**config.mk**
```make
export PLATFORM = sky130hd
export DESIGN_NAME = mppt_perturb_observe_charger
export DESIGN_NICKNAME = d
export VERILOG_FILES = /design/src/design/mppt_po_pkg.sv /design/src/design/mppt_po_cfg.sv /design/src/design/mppt_po_datapath.sv /design/src/design/mppt_po_ctrl.sv /design/src/design/mppt_perturb_observe_charger.sv
export SDC_FILE = /design/constraint.sdc
export NUM_CORES = 1
export LEC_CHECK = 0
export BUFFER_PORTS_ARGS = -buffer_cell sky130_fd_sc_hd__buf_4
export CAP_MARGIN = 20
export CORE_ASPECT_RATIO = 1.4
export CORE_MARGIN = 5
export CORE_UTILIZATION = 31
export DETAILED_ROUTE_END_ITERATION = 10
export GPL_TIMING_DRIVEN = 0
export SLEW_MARGIN = 10
export SYNTH_ARGS = -nofsm -noshare
export SYNTH_HDL_FRONTEND = slang
export SYNTH_SLANG_ARGS = --single-unit
```
**constraint.sdc**
```tcl
create_clock -name clk -period 7.6 [get_ports clk]
set_clock_uncertainty 0.2 [all_clocks]
set_input_delay 0.38 -clock clk [delete_from_list [all_inputs] [get_ports clk]]
set_output_delay 0.38 -clock clk [all_outputs]
set_load 0.02 [all_outputs]
```
**src/design/mppt_po_pkg.sv**
```systemverilog
package mppt_po_pkg;

  // Field widths
  localparam int unsigned DUTY_W     = 11;
  localparam int unsigned POWER_W    = 24;
  localparam int unsigned MV_W       = 16;
  localparam int unsigned MA_W       = 16;
  localparam int unsigned TIME_W     = 32;
  localparam int unsigned STEP_W     = 7;
  localparam int unsigned OFFSET_W   = 8;
  localparam int unsigned CFG_IDX_W  = 3;
  localparam int unsigned CFG_DATA_W = 16;

  // Converter self consumption and guess margin
  localparam logic [MA_W:0] SELF_MA      = 17'd10;
  localparam int unsigned   GUESS_MARGIN = 4;

  // Register indexes
  typedef enum logic [CFG_IDX_W-1:0] {
    REG_TARGET_MV        = 3'd0,
    REG_TARGET_MA        = 3'd1,
    REG_STOP_PANEL_MA    = 3'd2,
    REG_LOW_SUN_PANEL_MA = 3'd3,
    REG_DUTY_STEP        = 3'd4,
    REG_RESTART_DELAY_S  = 3'd5,
    REG_INIT_OFFSET      = 3'd6
  } cfg_reg_t;

  // Register reset values
  localparam logic [MV_W-1:0]     RST_TARGET_MV        = 16'd14400;
  localparam logic [MA_W-1:0]     RST_TARGET_MA        = 16'd20000;
  localparam logic [MA_W-1:0]     RST_STOP_PANEL_MA    = 16'd20;
  localparam logic [MA_W-1:0]     RST_LOW_SUN_PANEL_MA = 16'd100;
  localparam logic [STEP_W-1:0]   RST_DUTY_STEP        = 7'd1;
  localparam logic [TIME_W/2-1:0] RST_RESTART_DELAY_S  = 16'd60;
  localparam logic [OFFSET_W-1:0] RST_INIT_OFFSET      = 8'd0;

  typedef struct packed {
    logic [MV_W-1:0]     target_mv;
    logic [MA_W-1:0]     target_ma;
    logic [MA_W-1:0]     stop_panel_ma;
    logic [MA_W-1:0]     low_sun_panel_ma;
    logic [STEP_W-1:0]   duty_step;
    logic [TIME_W/2-1:0] restart_delay_s;
    logic [OFFSET_W-1:0] init_offset;
  } cfg_t;

  // Controller states
  typedef enum logic [1:0] {
    S_IDLE,
    S_CHECK,
    S_DIVIDE,
    S_FINISH
  } state_t;

  typedef struct packed {
    logic capture;
    logic div_start;
    logic div_step;
    logic update;
  } dp_cmd_t;

  typedef struct packed {
    logic need_div;
    logic div_last;
  } dp_status_t;

endpackage

```
**src/design/mppt_po_cfg.sv**
```systemverilog
module mppt_po_cfg (
  input  logic                                  clk,
  input  logic                                  rst,
  input  logic                                  cfg_valid,
  output logic                                  cfg_ready,
  input  logic [mppt_po_pkg::CFG_IDX_W-1:0]     cfg_index,
  input  logic [mppt_po_pkg::CFG_DATA_W-1:0]    cfg_data,
  output mppt_po_pkg::cfg_t                     cfg
);

  // Take writes whenever reset is released
  assign cfg_ready = !rst;

  // Write one register per transfer; unknown indexes are dropped
  always_ff @(posedge clk) begin
    if (rst) begin
      cfg.target_mv        <= mppt_po_pkg::RST_TARGET_MV;
      cfg.target_ma        <= mppt_po_pkg::RST_TARGET_MA;
      cfg.stop_panel_ma    <= mppt_po_pkg::RST_STOP_PANEL_MA;
      cfg.low_sun_panel_ma <= mppt_po_pkg::RST_LOW_SUN_PANEL_MA;
      cfg.duty_step        <= mppt_po_pkg::RST_DUTY_STEP;
      cfg.restart_delay_s  <= mppt_po_pkg::RST_RESTART_DELAY_S;
      cfg.init_offset      <= mppt_po_pkg::RST_INIT_OFFSET;
    end else if (cfg_valid && cfg_ready) begin
      unique case (mppt_po_pkg::cfg_reg_t'(cfg_index))
        mppt_po_pkg::REG_TARGET_MV:        cfg.target_mv        <= cfg_data;
        mppt_po_pkg::REG_TARGET_MA:        cfg.target_ma        <= cfg_data;
        mppt_po_pkg::REG_STOP_PANEL_MA:    cfg.stop_panel_ma    <= cfg_data;
        mppt_po_pkg::REG_LOW_SUN_PANEL_MA: cfg.low_sun_panel_ma <= cfg_data;
        mppt_po_pkg::REG_DUTY_STEP:
          cfg.duty_step <= cfg_data[mppt_po_pkg::STEP_W-1:0];
        mppt_po_pkg::REG_RESTART_DELAY_S:  cfg.restart_delay_s  <= cfg_data;
        mppt_po_pkg::REG_INIT_OFFSET:
          cfg.init_offset <= cfg_data[mppt_po_pkg::OFFSET_W-1:0];
        default: begin
        end
      endcase
    end
  end

endmodule

```
**src/design/mppt_po_datapath.sv**
```systemverilog
module mppt_po_datapath #(
  parameter int unsigned DUTY_TOP = 1024,
  parameter int unsigned DUTY_MAX = 1016,
  parameter int unsigned DUTY_MIN = 0
) (
  input  logic                                clk,
  input  logic                                rst,
  input  mppt_po_pkg::cfg_t                   cfg,
  input  mppt_po_pkg::dp_cmd_t                cmd,
  output mppt_po_pkg::dp_status_t             status,
  input  logic [mppt_po_pkg::POWER_W-1:0]     panel_power_mw,
  input  logic [mppt_po_pkg::MV_W-1:0]        battery_mv,
  input  logic [mppt_po_pkg::MV_W-1:0]        panel_mv,
  input  logic [mppt_po_pkg::MA_W-1:0]        panel_ma,
  input  logic [mppt_po_pkg::MA_W-1:0]        charge_ma,
  input  logic                                overtemp,
  input  logic [mppt_po_pkg::TIME_W-1:0]      now_s,
  output logic [mppt_po_pkg::DUTY_W-1:0]      duty,
  output logic                                charging,
  output logic                                dir_up
);

  localparam int unsigned DW     = mppt_po_pkg::DUTY_W;
  localparam int unsigned MW     = mppt_po_pkg::MV_W;
  localparam int unsigned TOP_W  = $clog2(DUTY_TOP + 1);
  localparam int unsigned PROD_W = MW + TOP_W;
  localparam int unsigned SUM_W  = PROD_W + 1;
  localparam int unsigned CNT_W  = $clog2(PROD_W);
  localparam int unsigned CMP_W  = 17;

  localparam logic [CMP_W-1:0] MAX_C     = CMP_W'(DUTY_MAX);
  localparam logic [CMP_W-1:0] MIN_C     = CMP_W'(DUTY_MIN);
  localparam logic [CMP_W-1:0] GUESS_LIM = CMP_W'(DUTY_MAX - mppt_po_pkg::GUESS_MARGIN);

  // Latched measurement
  logic [mppt_po_pkg::POWER_W-1:0] power_r;
  logic [MW-1:0]                   bat_r;
  logic [MW-1:0]                   pan_r;
  logic [mppt_po_pkg::MA_W-1:0]    pan_ma_r;
  logic [mppt_po_pkg::MA_W-1:0]    chg_ma_r;
  logic                            hot_r;
  logic [mppt_po_pkg::TIME_W-1:0]  now_r;
  logic [PROD_W-1:0]               prod;

  // Divider
  logic [MW-1:0]     rem;
  logic [PROD_W-1:0] quo;
  logic [CNT_W-1:0]  cnt;
  logic [MW:0]       shifted;
  logic [MW:0]       trial;

  // Controller state
  logic                            charging_on;
  logic [DW-1:0]                   duty_reg;
  logic [mppt_po_pkg::POWER_W-1:0] last_power;
  logic                            climb_up;
  logic [mppt_po_pkg::TIME_W-1:0]  restart_at;

  logic                            charging_on_next;
  logic [DW-1:0]                   duty_reg_next;
  logic [mppt_po_pkg::POWER_W-1:0] last_power_next;
  logic                            climb_up_next;
  logic [mppt_po_pkg::TIME_W-1:0]  restart_at_next;

  logic             cond_start, cond_stop, cond_down, cond_low_sun, cond_reguess;
  logic             need_guess;
  logic [SUM_W-1:0] guess_sum;
  logic [DW-1:0]    guess;
  logic [DW-1:0]    low_base;
  logic             climb_flip;

  function automatic logic [DW-1:0] step_up(input logic [DW-1:0] d,
                                            input logic [mppt_po_pkg::STEP_W-1:0] s);
    logic [CMP_W-1:0] sum;
    sum = CMP_W'(d) + CMP_W'(s);
    if (sum > MAX_C) return MAX_C[DW-1:0];
    return sum[DW-1:0];
  endfunction

  function automatic logic [DW-1:0] step_down(input logic [DW-1:0] d,
                                              input logic [mppt_po_pkg::STEP_W-1:0] s);
    logic [CMP_W-1:0] bound;
    bound = MIN_C + CMP_W'(s);
    if (CMP_W'(d) < bound) return MIN_C[DW-1:0];
    return d - DW'(s);
  endfunction

  // Capture measurement and scale the battery voltage for the guess
  always_ff @(posedge clk) begin
    if (cmd.capture) begin
      power_r  <= panel_power_mw;
      bat_r    <= battery_mv;
      pan_r    <= panel_mv;
      pan_ma_r <= panel_ma;
      chg_ma_r <= charge_ma;
      hot_r    <= overtemp;
      now_r    <= now_s;
      prod     <= PROD_W'(battery_mv) * PROD_W'(DUTY_TOP);
    end
  end

  // Restoring divider, one quotient bit per cycle
  assign shifted = {rem, quo[PROD_W-1]};
  assign trial   = shifted - {1'b0, pan_r};

  always_ff @(posedge clk) begin
    if (cmd.div_start) begin
      rem <= '0;
      quo <= prod;
      cnt <= '0;
    end else if (cmd.div_step) begin
      cnt <= cnt + 1'b1;
      if (shifted >= {1'b0, pan_r}) begin
        rem <= trial[MW-1:0];
        quo <= {quo[PROD_W-2:0], 1'b1};
      end else begin
        rem <= shifted[MW-1:0];
        quo <= {quo[PROD_W-2:0], 1'b0};
      end
    end
  end

  // Decision conditions
  assign cond_start   = (bat_r < cfg.target_mv) && (pan_r > bat_r) && (now_r > restart_at);
  assign cond_stop    = pan_ma_r < cfg.stop_panel_ma;
  assign cond_down    = (bat_r > cfg.target_mv) || (chg_ma_r > cfg.target_ma) || hot_r;
  assign cond_low_sun = pan_ma_r < cfg.low_sun_panel_ma;
  assign cond_reguess = {1'b0, pan_ma_r} > ({1'b0, chg_ma_r} + mppt_po_pkg::SELF_MA);

  assign need_guess = charging_on
                    ? (!cond_stop && !cond_down && cond_low_sun && cond_reguess)
                    : cond_start;

  assign status.need_div = need_guess && (pan_r != '0);
  assign status.div_last = (cnt == CNT_W'(PROD_W - 1));

  // Clamp the guessed duty; a zero panel voltage takes the limit
  assign guess_sum = SUM_W'(quo) + SUM_W'(cfg.init_offset);
  always_comb begin
    if (pan_r == '0 || guess_sum > SUM_W'(GUESS_LIM)) guess = GUESS_LIM[DW-1:0];
    else                                              guess = guess_sum[DW-1:0];
  end

  assign low_base   = cond_reguess ? guess : duty_reg;
  assign climb_flip = last_power > power_r;

  // Next control state for this tick
  always_comb begin
    charging_on_next = charging_on;
    duty_reg_next    = duty_reg;
    last_power_next  = power_r;
    climb_up_next    = climb_up;
    restart_at_next  = restart_at;
    priority if (!charging_on) begin
      if (cond_start) begin
        charging_on_next = 1'b1;
        duty_reg_next    = guess;
      end
    end else if (cond_stop) begin
      charging_on_next = 1'b0;
      duty_reg_next    = '0;
      restart_at_next  = now_r + mppt_po_pkg::TIME_W'(cfg.restart_delay_s);
    end else if (cond_down) begin
      duty_reg_next = step_down(duty_reg, cfg.duty_step);
    end else if (cond_low_sun) begin
      duty_reg_next = low_base;
      if (CMP_W'(low_base) < GUESS_LIM) begin
        duty_reg_next   = step_up(low_base, cfg.duty_step);
        climb_up_next   = 1'b1;
        last_power_next = '0;
      end
    end else begin
      climb_up_next = climb_flip ? !climb_up : climb_up;
      duty_reg_next = climb_up_next ? step_up(duty_reg, cfg.duty_step)
                                    : step_down(duty_reg, cfg.duty_step);
    end
  end

  always_ff @(posedge clk) begin
    if (rst) begin
      charging_on <= 1'b0;
      duty_reg    <= '0;
      last_power  <= '0;
      climb_up    <= 1'b1;
      restart_at  <= '0;
    end else if (cmd.update) begin
      charging_on <= charging_on_next;
      duty_reg    <= duty_reg_next;
      last_power  <= last_power_next;
      climb_up    <= climb_up_next;
      restart_at  <= restart_at_next;
    end
  end

  assign duty     = duty_reg;
  assign charging = charging_on;
  assign dir_up   = climb_up;

  a_div_nonzero: assert property (@(posedge clk) disable iff (rst)
    cmd.div_step |-> (pan_r != '0))
    else $error("divider stepping with zero divisor");

  a_stop_clears: assert property (@(posedge clk) disable iff (rst)
    (cmd.update && charging_on && cond_stop) |=> (!charging_on && duty_reg == '0))
    else $error("stop did not clear duty and charging");

endmodule

```
**src/design/mppt_po_ctrl.sv**
```systemverilog
module mppt_po_ctrl (
  input  logic                     clk,
  input  logic                     rst,
  input  logic                     in_valid,
  output logic                     in_ready,
  output logic                     out_valid,
  input  logic                     out_ready,
  input  mppt_po_pkg::dp_status_t  status,
  output mppt_po_pkg::dp_cmd_t     cmd
);

  mppt_po_pkg::state_t state, state_next;
  logic                out_valid_next;

  always_ff @(posedge clk) begin
    if (rst) begin
      state     <= mppt_po_pkg::S_IDLE;
      out_valid <= 1'b0;
    end else begin
      state     <= state_next;
      out_valid <= out_valid_next;
    end
  end

  // Sequence one tick: capture, check, divide if a guess is needed, commit
  always_comb begin
    state_next = state;
    cmd        = '0;
    in_ready   = 1'b0;
    unique case (state)
      mppt_po_pkg::S_IDLE: begin
        // Hold off transfers while reset is applied
        in_ready    = !rst;
        cmd.capture = in_valid && !rst;
        if (cmd.capture) state_next = mppt_po_pkg::S_CHECK;
      end
      mppt_po_pkg::S_CHECK: begin
        if (status.need_div) begin
          cmd.div_start = 1'b1;
          state_next    = mppt_po_pkg::S_DIVIDE;
        end else begin
          state_next = mppt_po_pkg::S_FINISH;
        end
      end
      mppt_po_pkg::S_DIVIDE: begin
        cmd.div_step = 1'b1;
        if (status.div_last) state_next = mppt_po_pkg::S_FINISH;
      end
      mppt_po_pkg::S_FINISH: begin
        // Hold until the previous result has been taken
        if (!out_valid || out_ready) begin
          cmd.update = 1'b1;
          state_next = mppt_po_pkg::S_IDLE;
        end
      end
      default: state_next = mppt_po_pkg::S_IDLE;
    endcase
  end

  // Result slot: set on commit, drop on output transfer
  always_comb begin
    if (cmd.update)                   out_valid_next = 1'b1;
    else if (out_valid && out_ready)  out_valid_next = 1'b0;
    else                              out_valid_next = out_valid;
  end

  a_no_overwrite: assert property (@(posedge clk) disable iff (rst)
    cmd.update |-> (!out_valid || out_ready))
    else $error("result overwritten before transfer");

  a_valid_from_finish: assert property (@(posedge clk) disable iff (rst)
    $rose(out_valid) |-> ($past(state) == mppt_po_pkg::S_FINISH))
    else $error("result raised outside commit");

  a_one_command: assert property (@(posedge clk) disable iff (rst)
    $onehot0({cmd.capture, cmd.div_start, cmd.div_step, cmd.update}))
    else $error("conflicting datapath commands");

endmodule

```
**src/design/mppt_perturb_observe_charger.sv**
```systemverilog
// Perturb-and-observe solar charge controller. Each measurement tick accepted on the
// input channel yields one result (duty, charging, dir_up) on the output channel. A
// tick that needs a fresh duty guess (charging start, or low sun with panel current
// above charge current plus self consumption) runs a restoring divider one quotient bit
// per cycle to a 16 + clog2(DUTY_TOP+1)-bit quotient (27 bits at default DUTY_TOP),
// so from accept to the next accept it passes the idle, check, divide and finish states;
// any other tick skips the divide state. The result waits in the output register, and
// the next tick is accepted and worked on meanwhile; its commit holds until that result
// is taken. Registers are written through the configuration channel, which is ready
// whenever reset is low; the input channel is likewise held off during reset.
module mppt_perturb_observe_charger #(
  parameter int unsigned DUTY_TOP = 1024,
  parameter int unsigned DUTY_MAX = 1016,
  parameter int unsigned DUTY_MIN = 0
) (
  input  logic                                clk,
  input  logic                                rst,
  input  logic                                cfg_valid,
  output logic                                cfg_ready,
  input  logic [mppt_po_pkg::CFG_IDX_W-1:0]   cfg_index,
  input  logic [mppt_po_pkg::CFG_DATA_W-1:0]  cfg_data,
  input  logic                                in_valid,
  output logic                                in_ready,
  input  logic [mppt_po_pkg::POWER_W-1:0]     panel_power_mw,
  input  logic [mppt_po_pkg::MV_W-1:0]        battery_mv,
  input  logic [mppt_po_pkg::MV_W-1:0]        panel_mv,
  input  logic [mppt_po_pkg::MA_W-1:0]        panel_ma,
  input  logic [mppt_po_pkg::MA_W-1:0]        charge_ma,
  input  logic                                overtemp,
  input  logic [mppt_po_pkg::TIME_W-1:0]      now_s,
  output logic                                out_valid,
  input  logic                                out_ready,
  output logic [mppt_po_pkg::DUTY_W-1:0]      duty,
  output logic                                charging,
  output logic                                dir_up
);

  mppt_po_pkg::cfg_t       cfg;
  mppt_po_pkg::dp_cmd_t    cmd;
  mppt_po_pkg::dp_status_t status;

  mppt_po_cfg u_cfg (
    .clk       (clk),
    .rst       (rst),
    .cfg_valid (cfg_valid),
    .cfg_ready (cfg_ready),
    .cfg_index (cfg_index),
    .cfg_data  (cfg_data),
    .cfg       (cfg)
  );

  mppt_po_ctrl u_ctrl (
    .clk       (clk),
    .rst       (rst),
    .in_valid  (in_valid),
    .in_ready  (in_ready),
    .out_valid (out_valid),
    .out_ready (out_ready),
    .status    (status),
    .cmd       (cmd)
  );

  mppt_po_datapath #(
    .DUTY_TOP (DUTY_TOP),
    .DUTY_MAX (DUTY_MAX),
    .DUTY_MIN (DUTY_MIN)
  ) u_datapath (
    .clk            (clk),
    .rst            (rst),
    .cfg            (cfg),
    .cmd            (cmd),
    .status         (status),
    .panel_power_mw (panel_power_mw),
    .battery_mv     (battery_mv),
    .panel_mv       (panel_mv),
    .panel_ma       (panel_ma),
    .charge_ma      (charge_ma),
    .overtemp       (overtemp),
    .now_s          (now_s),
    .duty           (duty),
    .charging       (charging),
    .dir_up         (dir_up)
  );

endmodule
```
==> impl_metrics.ini <==
[placement]
routabilityCongestion = 0.905
dp_slack_ps = -505
portBuffers = 157
place_area_sq_um = 22600
dpl.hpwl_microns = 49300
post-place-cells = 3229

[floorplanning]
die_area_sq_um = 70700
placementRows = 111
core_sq_um = 65100
ios = 161
fp.dieW_microns = 226
start_util = 0.311
chipHeight_microns = 313

[detailed_routing]
final_antenna_net_count = 0
vias = 17500
drt_iter0_drc = 953
wl_microns = 64100
wl_per_cell_microns = 18.6
detailedRoute.firstPassIterationCount = 7
drc = 0
via_per_inst = 5.10

[setup_path]
worst_r2r_endpoint = u_datapath.duty[8]
required_ps = 7870
cpMaxStageDelayCell = edfxtp_1
rrSetupSlack_ps = 500
crit_path_end_kind = flop
worstRegToRegCells = 30
critPathKind = flop to flop
slowest_delay_ps = 480
start_kind = flop
rr_startpoint = u_datapath.chg_ma_r[4]
critPathMostFrequentCell = nand3_1
worstPathArrival_ps = 7370
worstPathMaxFanout = 10

[yosys]
yosysTopAreaCell = edfxtp_1
synth_cell_type_count = 88
syn-cell-area_sq_um = 20300
synth_area_leaders = edfxtp_1 22%, dfxtp_1 19%, ha_1 14%
async_reset_ff_frac = 0
syn_area_per_cell_sq_um = 9.13
synth_cells = 2221
yosysWarnings = 0
ys.flop_type = dfxtp_1
synth_edf_count = 148
ys_ff_latch = 336
synth_nets = 2592
synth_top_area_share = 0.219
seq_area_frac_synth = 0.405

[min_path]
holdCritPathClass = primary input to flop
whs_path_depth = 4
min_to = u_ctrl.state[1]
holdCritStartpoint = in_valid

[layout]
fin_nets = 2931
drive_above_1_share = 0.116
final_area_sq_um = 25400
largest_register_ffs = 95
regMostFlops = u_cfg.cfg
top_regs = u_cfg.cfg x95, u_datapath.now_r x32, u_datapath.restart_at x32
final_cells = 3439
synthToLayoutAreaGrowth_pct = 25.3
filler_cell_count = 6335

[sta]
worstMarginPinSlew_ps = 1040
fmax_mhz = 141
period_needed_ps = 7100
relSlewSlack = 0.303
rsz0062_at_grt = no
maxSlewViolCount = 0
period_share = 0.934
setup_slack_ps = 500
tns_ps = 0
finalHoldViolations = 0
hold_ws_ps = 69.2
finalSetupViolations = 0

[global_route]
grt_max_degree = 58
grtUsageMet1 = 0.210
met2_usage = 0.313
grt_overflow = 0
gr-usage-all-layers = 0.176
grt_pass1_vias = 18100
antenna_found_initial = 2
busiest_layer = met2
grt_pass1_wl_microns = 99200
met3_usage = 0.0268

[power]
p_leak_nw = 10.0
peakVddDrop_uv = 216
power_density_nw_per_um2 = 213

[clock_network]
numClockSinks = 336
cts_tree = done
htreeDepth = 2
clk_latency_ps = 580
cts_root_buf = clkbuf_16
clk_pin_slew_ps = 60
clockBufferDepth = 3
cts_buffers = 39

[run]
maxCapViolations = 0

[run_status]
outcome = finished, final reports clean
[stage by stage]
step                      utilization  power [W]
after global routing            0.390    0.00570
after global placement          0.346    0.00328
final                           0.390    0.00541
after detailed placement        0.347    0.00331
after CTS                       0.390    0.00547
after floorplan                     -    0.00296
[synthesized netlist by cell type (30+ instances only)]
cell type  number
a21o_1         53
nand3_1        50
o21ai_0        77
clkbuf_1       61
nand4_1        47
a211oi_1       37
nor2_1        170
a21oi_1       184
nand2_1       251
nor3_1         32
ha_1          220
inv_1         221
xnor2_1        53
dfxtp_1       188
nor2b_1        37
edfxtp_1      148
mux2i_1        30
[timing repair]
action	4_1_cts	5_1_grt
buffers inserted	1	0
hold endpoints to repair	216	0
pin swaps	1	0
setup endpoints to repair	10	10
hold buffers	137	0
gates resized for setup	2	10
[worst max-delay path by stage]
stage | from | to | slack (ps)
final | u_datapath.chg_ma_r[4] | u_datapath.duty[8] | 500
after global placement | u_datapath.chg_ma_r[4] | u_datapath.duty[2] | -400
after CTS | u_datapath.chg_ma_r[4] | u_datapath.duty[8] | 40
after global routing | u_datapath.chg_ma_r[4] | u_datapath.duty[8] | 50
after floorplan | u_datapath.chg_ma_r[4] | u_datapath.duty[8] | 1380
after detailed placement | u_datapath.chg_ma_r[4] | u_datapath.duty[2] | -500
[power by group]
part / internal (W) / leakage, nW / switching, W / total (W)
registers: 0.00205 / 2.90 / 0.000135 / 0.00218
clock network: 0.00124 / 0.683 / 0.000831 / 0.00207
logic: 0.000525 / 6.46 / 0.000637 / 0.00116
[layout by cell type, fill, tap and decap left out, types with 9 or more instances in the layout]
cell type / n
dlygate4sd3_1: 137
o21a_1: 26
a22oi_1: 26
buf_4: 159
a211oi_1: 37
nand4_1: 47
xnor2_1: 53
nand2b_1: 14
and3_1: 14
clkbuf_1: 60
mux2_2: 16
nor3_1: 32
a221oi_1: 14
nor4_1: 10
xor2_1: 25
ha_1: 220
or3_1: 9
nand3_1: 50
nor2_1: 170
clkbuf_16: 42
nand2_1: 251
nor2b_1: 37
mux2i_1: 30
inv_1: 221
a31oi_1: 17
dfxtp_1: 188
o211ai_1: 29
o21ai_0: 76
or2_2: 12
a21oi_1: 184
a21o_1: 53
edfxtp_1: 148
buf_2: 10
[critical path: cells and delay by family, from the launching register on]
| family | cells | cell delay (ps) |
|---|---|---|
| xor gates and xnor gates | 1 | 190 |
| adders and majority gates | 3 | 920 |
| and+or+nand+nor | 10 | 1560 |
| DFF | 1 | 480 |
| buffers and inverters | 4 | 880 |
| muxes | 1 | 340 |
| AOI/OAI and AO/OA | 11 | 2420 |
[metal layers]
metal,vias to the layer above,part of all wire
met1,8400,0.41
met2,411,0.49
met4,0,0.048
met5,-,0
met3,136,0.046
li1,8601,-
[area by class of cell]
type	instances	area, sq um	area share
Multi-Input combinational cell	1589	11000	0.432
Clock inverter	20	263	0.0103
Clock buffer	51	1140	0.0447
Antenna cell	2	5.00	0.000197
Timing Repair Buffer	299	2630	0.103
Buffer	74	295	0.0116
Tap cell	847	1060	0.0417
Inverter	221	830	0.0326
Sequential cell	336	8210	0.323
[kinds of logic (layout without fill, tap and decap cells)]
group,count (synthesis),in the layout,share of synthesized area
and+or+nand+nor,694,694,0.164
AOI/OAI and AO/OA,543,543,0.176
DFF,336,336,0.405
buffers and inverters,296,665,0.0555
adders and majority gates,226,226,0.142
xor gates and xnor gates,79,79,0.0345
muxes,47,47,0.0242
other,0,2,0
No activity file was read; power rests on OpenSTA's default activity.
